## src/rtl/xsbd_pkg.sv

```systemverilog
// Shared types, codes and byte constants for the x86 subset byte decoder.
`default_nettype none

package xsbd_pkg;

	// Opcode and prefix bytes recognised by the decoder.
	localparam logic [7:0] BYTE_F3      = 8'hF3;
	localparam logic [7:0] BYTE_0F      = 8'h0F;
	localparam logic [7:0] BYTE_1E      = 8'h1E;
	localparam logic [7:0] BYTE_FA      = 8'hFA;
	localparam logic [7:0] BYTE_XOR     = 8'h31;
	localparam logic [7:0] BYTE_MOV     = 8'h89;
	localparam logic [7:0] BYTE_REGGRP  = 8'h58;
	localparam logic [7:0] MASK_REGGRP  = 8'b1111_1000;
	localparam logic [7:0] MASK_REX     = 8'b1111_0000;
	localparam logic [7:0] BYTE_REX     = 8'b0100_0000;
	localparam logic [2:0] RM_SIB       = 3'b100;
	localparam logic [1:0] MOD_REGISTER = 2'b11;

	// Decoder phase; unused codes behave as the prefix phase.
	typedef enum logic [2:0] {
		PH_PREFIX   = 3'd0,
		PH_OPCODE   = 3'd1,
		PH_AFTER_0F = 3'd2,
		PH_AFTER_1E = 3'd3,
		PH_MODRM    = 3'd4
	} phase_t;

	// Operation waiting for its ModRM byte.
	typedef enum logic [1:0] {
		OP_NONE = 2'd0,
		OP_XOR  = 2'd1,
		OP_MOV  = 2'd2
	} pending_op_t;

	// Result classification.
	typedef enum logic [2:0] {
		K_INVALID = 3'd0,
		K_ENDBR   = 3'd1,
		K_XOR     = 3'd2,
		K_MOV     = 3'd3,
		K_REGGRP  = 3'd4,
		K_SIB     = 3'd5
	} kind_t;

	// Decoder state carried between bytes.
	typedef struct packed {
		phase_t      phase;
		logic        rex_seen;
		logic [3:0]  rex_bits;
		pending_op_t pending_op;
	} state_t;

	localparam state_t STATE_RESET = '{
		phase:      PH_PREFIX,
		rex_seen:   1'b0,
		rex_bits:   4'd0,
		pending_op: OP_NONE
	};

	// Request on the input channel.
	typedef struct packed {
		logic [7:0] instr_byte;
	} in_item_t;

	// Request on the result channel.
	typedef struct packed {
		kind_t      kind;
		logic       rex_present;
		logic       rex_w;
		logic       rex_x;
		logic       rex_r;
		logic       rex_b;
		logic [1:0] mod_field;
		logic [3:0] reg_field;
		logic [3:0] rm_field;
		logic [2:0] opcode_reg;
		logic [7:0] modrm_raw;
	} out_item_t;

endpackage

`default_nettype wire

```

## src/rtl/xsbd_step.sv

```systemverilog
// Combinational decode of one instruction byte against the current decoder state.
`default_nettype none

module xsbd_step (
	input  var xsbd_pkg::state_t    cur,
	input  var logic [7:0]          instr_byte,
	output var xsbd_pkg::state_t    nxt,
	output var logic                emit,
	output var xsbd_pkg::out_item_t res
);

	// Opcode decode, shared by the prefix and after-F3 phases.
	logic                  op_finish;
	xsbd_pkg::kind_t       op_kind;
	xsbd_pkg::phase_t      op_phase;
	xsbd_pkg::pending_op_t op_pending;

	always_comb begin
		op_finish  = 1'b0;
		op_kind    = xsbd_pkg::K_INVALID;
		op_phase   = cur.phase;
		op_pending = cur.pending_op;
		if (instr_byte == xsbd_pkg::BYTE_0F) begin
			op_phase = xsbd_pkg::PH_AFTER_0F;
		end else if (instr_byte == xsbd_pkg::BYTE_XOR) begin
			op_phase   = xsbd_pkg::PH_MODRM;
			op_pending = xsbd_pkg::OP_XOR;
		end else if (instr_byte == xsbd_pkg::BYTE_MOV) begin
			op_phase   = xsbd_pkg::PH_MODRM;
			op_pending = xsbd_pkg::OP_MOV;
		end else if ((instr_byte & xsbd_pkg::MASK_REGGRP) == xsbd_pkg::BYTE_REGGRP) begin
			op_finish = 1'b1;
			op_kind   = xsbd_pkg::K_REGGRP;
		end else begin
			op_finish = 1'b1;
		end
	end

	// Phase step: either advance the state or finish the instruction.
	logic            fin;
	logic            has_modrm;
	logic            use_opreg;
	xsbd_pkg::kind_t kind;

	always_comb begin
		nxt       = cur;
		fin       = 1'b0;
		has_modrm = 1'b0;
		use_opreg = 1'b0;
		kind      = xsbd_pkg::K_INVALID;
		case (cur.phase)
			xsbd_pkg::PH_OPCODE: begin
				fin            = op_finish;
				kind           = op_kind;
				use_opreg      = (op_kind == xsbd_pkg::K_REGGRP);
				nxt.phase      = op_phase;
				nxt.pending_op = op_pending;
			end
			xsbd_pkg::PH_AFTER_0F: begin
				if (instr_byte == xsbd_pkg::BYTE_1E) begin
					nxt.phase = xsbd_pkg::PH_AFTER_1E;
				end else begin
					fin = 1'b1;
				end
			end
			xsbd_pkg::PH_AFTER_1E: begin
				fin  = 1'b1;
				kind = (instr_byte == xsbd_pkg::BYTE_FA) ? xsbd_pkg::K_ENDBR
				                                         : xsbd_pkg::K_INVALID;
			end
			xsbd_pkg::PH_MODRM: begin
				fin       = 1'b1;
				has_modrm = 1'b1;
				if (instr_byte[7:6] != xsbd_pkg::MOD_REGISTER &&
				    instr_byte[2:0] == xsbd_pkg::RM_SIB) begin
					kind = xsbd_pkg::K_SIB;
				end else if (cur.pending_op == xsbd_pkg::OP_XOR) begin
					kind = xsbd_pkg::K_XOR;
				end else begin
					kind = xsbd_pkg::K_MOV;
				end
			end
			default: begin
				// Prefix phase: F3, a first REX byte, or straight to the opcode.
				if (instr_byte == xsbd_pkg::BYTE_F3) begin
					nxt.phase = xsbd_pkg::PH_OPCODE;
				end else if ((instr_byte & xsbd_pkg::MASK_REX) == xsbd_pkg::BYTE_REX &&
				             !cur.rex_seen) begin
					nxt.phase    = xsbd_pkg::PH_PREFIX;
					nxt.rex_seen = 1'b1;
					nxt.rex_bits = instr_byte[3:0];
				end else begin
					fin            = op_finish;
					kind           = op_kind;
					use_opreg      = (op_kind == xsbd_pkg::K_REGGRP);
					nxt.phase      = op_phase;
					nxt.pending_op = op_pending;
				end
			end
		endcase
		if (fin) begin
			nxt = xsbd_pkg::STATE_RESET;
		end
	end

	// Result fields; ModRM fields stay zero unless a ModRM byte was taken.
	always_comb begin
		emit            = fin;
		res             = '0;
		res.kind        = kind;
		res.rex_present = cur.rex_seen;
		res.rex_w       = cur.rex_bits[3];
		res.rex_r       = cur.rex_bits[2];
		res.rex_x       = cur.rex_bits[1];
		res.rex_b       = cur.rex_bits[0];
		if (has_modrm) begin
			res.mod_field = instr_byte[7:6];
			res.reg_field = {cur.rex_bits[2], instr_byte[5:3]};
			res.rm_field  = {cur.rex_bits[0], instr_byte[2:0]};
			res.modrm_raw = instr_byte;
		end
		if (use_opreg) begin
			res.opcode_reg = instr_byte[2:0];
		end
	end

endmodule

`default_nettype wire
```

## config.mk

```make
export PLATFORM = sky130hd
export DESIGN_NAME = xsbd_step
export DESIGN_NICKNAME = d
export VERILOG_FILES = /design/src/rtl/xsbd_pkg.sv /design/src/rtl/xsbd_step.sv
export SDC_FILE = /design/constraint.sdc
export NUM_CORES = 1
export LEC_CHECK = 0
export BUFFER_PORTS_ARGS = -buffer_cell sky130_fd_sc_hd__buf_2
export CAP_MARGIN = 20
export CORE_MARGIN = 1
export CORE_UTILIZATION = 43
export DETAILED_ROUTE_END_ITERATION = 6
export GPL_TIMING_DRIVEN = 1
export PLACE_DENSITY = 0.85
export SLEW_MARGIN = 20
export SYNTH_ARGS = -nofsm -noshare
export SYNTH_HDL_FRONTEND = slang
export SYNTH_SLANG_ARGS = --single-unit
```

## constraint.sdc

```tcl
create_clock -name vclk -period 2.65
set_input_delay 0.53 -clock vclk [all_inputs]
set_output_delay 0.53 -clock vclk [all_outputs]
set_load 0.05 [all_outputs]
```

==> results of run 1 <==
area by class of cell:
| type | instances | area (sq um) |
|---|---|---|
| multi-input combinational | 85 | 713 |
| timing repair buffer | 88 | 594 |
| fill | 89 | 241 |
| tap | 16 | 20.0 |
| inverter | 2 | 7.51 |
timing repair:
action | 4_1_cts | 5_1_grt
buffers inserted | 0 | 2
cloned | 0 | 0
pin swaps | 6 | 1
setup endpoints to repair | 11 | 15
resized for setup | 29 | 4
report_power, final:
part,switching [mW],internal [mW]
clock network,0,0
registers,0,0
logic,0.151,0.0883
total,0.151,0.0883
layer usage:
metal / routed length (um) / track usage [%]
met2: 1810 / 62.9
met4: 119 / 15.2
met1: 1270 / 37.7
met5: 0 / 0
met3: 215 / 2.86
worst max-delay path, delay by kind of cell:
kind            cells  cell delay (ns)
buf+inv             4             0.60
compound gates      3             0.91
simple gates        1             0.24
kinds of logic (layout without fill, tap and decap cells):
| kind of cell | Yosys count | in the layout | synth area share [%] |
|---|---|---|---|
| simple gates | 50 | 50 | 47.1 |
| compound gates | 35 | 35 | 34.5 |
| buf+inv | 22 | 90 | 18.5 |
stage by stage:
step / utilization [%] / instances / TNS (ns) / total power [mW] / worst slack [ns]
4_1_cts: 82.8 / 189 / -0.180 / 0.226 / -0.0870
3_5_place_dp: 75.6 / 189 / -1.51 / 0.209 / -0.197
5_1_grt: 84.7 / 191 / -1.54 / 0.249 / -0.221
2_1_floorplan: - / 107 / -3.97 / 0.150 / -0.771
6_report: 84.7 / 191 / -1.02 / 0.239 / -0.165
3_3_place_gp: 75.6 / 189 / -0.778 / 0.204 / -0.110
synth_stat cells, drive strengths merged, types with 3 or more instances:
| cell type | number | area [sq um] |
|---|---|---|
| a211oi | 3 | 22.5 |
| a22oi | 6 | 50.1 |
| nand2 | 3 | 11.3 |
| nor4b | 3 | 32.5 |
| o21ai | 6 | 30.0 |
| buf | 15 | 114 |
| nand3 | 4 | 20.0 |
| a21oi | 5 | 25.0 |
| nor2 | 3 | 11.3 |
| and4bb | 3 | 37.5 |
| clkbuf | 5 | 20.0 |
| and2 | 15 | 96.3 |
path summary, 6_finish.rpt:
kind	to	from	cells after the start
max	nxt[4]	instr_byte[5]	8
min	res[23]	cur[3]	2
cells in the final DEF (no fill, tap or decap), drive strengths merged, types with 2 or more instances in the layout:
cell type and count:
nor2 3, o21ai 6, a21oi 5, inv 2
a211oi 3, and2 15, nand2b 2, nand2 3
nor2b 2, nand4bb 2, o21bai 2, or3 2
or3b 2, nand4 2, a22oi 6, and4bb 3
nand3 4, nor4b 3, buf 87
==> out/metrics.yaml, run 1 <==
synthesis:
  synthCells: 107
  mappedNetlistArea_sq_um: 766
  ys_seq_area_share_pct: 0
  synth_cell_types: 46
  syn_nets: 125
  ys_warn_count: 0
  syn_area_per_cell_sq_um: 7.16
global_route:
  grt_max_degree: 11
  grt_pass1_wl_um: 5010
  grt_util_all_layers_pct: 33.5
  grt_pass1_vias: 1126
  grt_antenna_before_repair: 0
  grt_overflow: 0
timing:
  rsz0062_at_grt: "true"
  final_hold_viol_count: 0
  layout_setup_ws_ns: -0.165
  drv_slew: 0
  slew_headroom_pct: 58.2
  fin_crit_sh_pct: 106
  whs_ns: 1.36
  setup_viol_count_final: 9
  tightest_slew_ns: 0.619
  period_needed_ns: 2.81
  max_freq_mhz: 355
flow_run:
  cap_viol_max_count: 0
outcome:
  violations: "design-rule violations, negative setup slack"
  status: "finished with violations"
setup_path:
  crit_top_cell: "buf_6"
  endpoint_kind: "output pin"
  critPathMaxFanout: 6
  crit_type: "input pin to output pin"
  cp.arrival_ns: 2.28
  cpPeakStageDelay_ns: 0.39
  cp_slowest_cell: "a2111o_1"
  crit_required_ns: 2.12
  path_cells: "buf_8 > nand4bb_4 > o41a_1 > a2111o_1 > buf_4 > buf_6 > a22oi_2 > buf_6"
  critPathLaunchType: "input pin"
place:
  gp_congestion: 0.883
  hpwl_um: 2270
  io_buffers: 58
  placed_cell_area_sq_um: 1190
die:
  die_w_um: 44.2
  die_area_sq_um: 1950
  rows: 14
  core_area_sq_um: 1580
  die_h_um: 44.2
  io_pins: 58
  initial_core_util_pct: 48.6
layout:
  layout-drive-gt1-share_pct: 66.9
  seq_cells: 0
  nNetsFinal: 195
  final_area_sq_um: 1340
  antenna-diode-count: 0
  synthToLayoutAreaGrowth_pct: 74.3
  register_area_sq_um: 0
  nClkBuffers: 0
pwr:
  leakage_nw: 0.660
  p_per_area_nw_per_um2: 179
  irDropWorstVdd_mv: 0.111
routing:
  drt-wirelength-per-cell_um: 17.9
  firstDrtPassIters: 6
  drc: 6
  vias: 1184
  drtAntennaViolNets: 0
  drt-total-wl_um: 3410
  vias_per_cell: 6.20
  drt-initial-drc-count: 68
min_path:
  min_path_type: "input pin to output pin"
clocking:
  cts_hold_buf: 0
Note: power is estimated with default switching activity, not from simulation.
==> run 2: changes to the inputs <==
- CORE_UTILIZATION: 43 -> 39
- PLACE_DENSITY: 0.85 -> 0.82
- clock period: 2.65 -> 2.3 ns (I/O delays scaled with it)
==> run 2 against run 1 <==
Net effect: the run ends with negative setup slack left; global-route usage shrank 1.6 points; largest power group unchanged; count of clock-buffer cells in the layout is the same; first-iteration DRC count shrank 2.9%; critical path type unchanged; highest routed layer unchanged.
==> out/metrics.yaml, run 2 (synthesis results as in run 1) <==
place:
  hpwl_um: 2280  # +0.45%
  place_ws_ns: -0.408  # -0.211 ns
  io_buffers: 58  # unchanged
  dpl.cell_count: 204  # +7.9%
  gp_congestion: 0.843  # -4.5%
setup_path:
  path_cells: "buf_8 > nand4bb_4 > o41a_1 > a2111o_1 > a222oi_1 > buf_4"
  crit_type: "input pin to output pin"
  endpoint_kind: "output pin"
  critPathLaunchType: "input pin"
  critPathBufInv: 2  # -2
  critPathMaxFanout: 4  # -2
  cp_top_family: "compound AO/OA/AOI/OAI gates"
  crit_required_ns: 1.84  # -0.28 ns
  cp.arrival_ns: 2.22  # -0.06 ns
  cp_slowest_cell: "a222oi_1"
  cpPeakStageDelay_ns: 0.42  # +0.03 ns
die:
  die_h_um: 46.3  # +4.8%
  rows: 15  # +1
  io_pins: 58  # unchanged
  die_w_um: 46.3  # +4.8%
  die_area_sq_um: 2140  # +9.8%
  core_area_sq_um: 1780  # +13%
  initial_core_util_pct: 42.9  # -5.6 points
timing:
  final_hold_viol_count: 0  # unchanged
  max_freq_mhz: 373
  drv_slew: 0  # unchanged
  setup_viol_count_final: 11  # +2
  fin_crit_sh_pct: 117
  period_needed_ns: 2.68
  slew_headroom_pct: 73.5  # +15 points
  rsz0062_at_grt: "true"
  tightest_slew_ns: 0.393  # -0.225 ns
  layout_setup_ws_ns: -0.381  # -0.216 ns
routing:
  dr.max_layer_used: "met4"
  wl_met3_um: 288  # +34%
  wl_met1_um: 1320  # +4.1%
  dr_wl_met2_um: 1730  # -4.3%
  drc: 0  # -6
  drt-wirelength-per-cell_um: 16.6  # -7.4%
  vias_per_cell: 6.00  # -3.2%
  drt-total-wl_um: 3460  # +1.3%
  firstDrtPassIters: 5  # -1
  drtAntennaViolNets: 0  # unchanged
  vias: 1254  # +5.9%
  drt-initial-drc-count: 66  # -2.9%
layout:
  synthToLayoutAreaGrowth_pct: 96.6
  nClkBuffers: 0  # unchanged
  multi_input_area_sq_um: 792  # +11%
  layout_commonest_cell: "buf_2"
  seq_cells: 0  # unchanged
  antenna-diode-count: 0  # unchanged
  nNetsFinal: 204  # +4.6%
  fillers: 99  # +11%
  register_area_sq_um: 0  # unchanged
  layout_common_cells: "44 x buf_2, 40 x buf_4, 11 x buf_6"
  layout.cells.non_filler: 209  # +9.4%
  layout-drive-gt1-share_pct: 74.5  # +7.6 points
clocking:
  cts_hold_buf: 0  # unchanged
flow_run:
  cap_viol_max_count: 0  # unchanged
outcome:
  violations: "negative setup slack"
  status: "finished with violations"
min_path:
  min_path_type: "input pin to output pin"
global_route:
  grt_pass1_vias: 1079  # -4.2%
  grt_max_degree: 11  # unchanged
  grt_overflow: 0  # unchanged
  grt_pass1_wl_um: 5040  # +0.68%
  grt_util_all_layers_pct: 31.9  # -1.6 points
  grt_antenna_before_repair: 0  # unchanged
pwr:
  leakage_nw: 0.729  # +10%
  finalPower_mw: 0.300  # +26%
  irDropWorstVdd_mv: 0.119  # +7.3%
  p_per_area_nw_per_um2: 200  # +12%
## run 2: power by group
part           leakage, nW  internal [mW]  switching (mW)  total, mW
sequential               0              0               0          0
combinational        0.729          0.117           0.183      0.300
clock                    0              0               0          0
## run 2: final timing paths
kind | slack (ns) | cells past startpoint | endpoint | start
worst min-delay path | 1.22 | 2 | res[24] | cur[5]
worst max-delay path | -0.38 | 6 | nxt[1] | instr_byte[5]
## run 2: through the flow
step / setup TNS [ns] / util, % / area (sq um) / hold WS, ns
2_1_floorplan: -6.06 / - / 847 / 1.06
3_3_place_gp: -3.08 / 70.7 / 1260 / 1.22
3_5_place_dp: -3.85 / 70.7 / 1260 / 1.22
4_1_cts: -2.21 / 80.7 / 1440 / 1.22
5_1_grt: -3.05 / 84.4 / 1510 / 1.23
6_report: -2.56 / 84.4 / 1510 / 1.22
## run 2: repair_timing
action,4_1_cts,5_1_grt
setup buffers,3,2
endpoints found under the setup margin,12,16
pin swaps,8,1
resized for setup,39,10
## run 2: area by class of cell
type / count / area share [%]
multi-input cells: 85 / 52.6
well taps: 25 / 2.08
repair buffers: 97 / 44.8
inverters: 2 / 0.499
## run 2: routing by layer
layer  up-vias  track usage, %
met3        22            3.53
met1       578            37.8
li1        559               -
met2        95            57.5
met5         -               0
met4         0            11.8
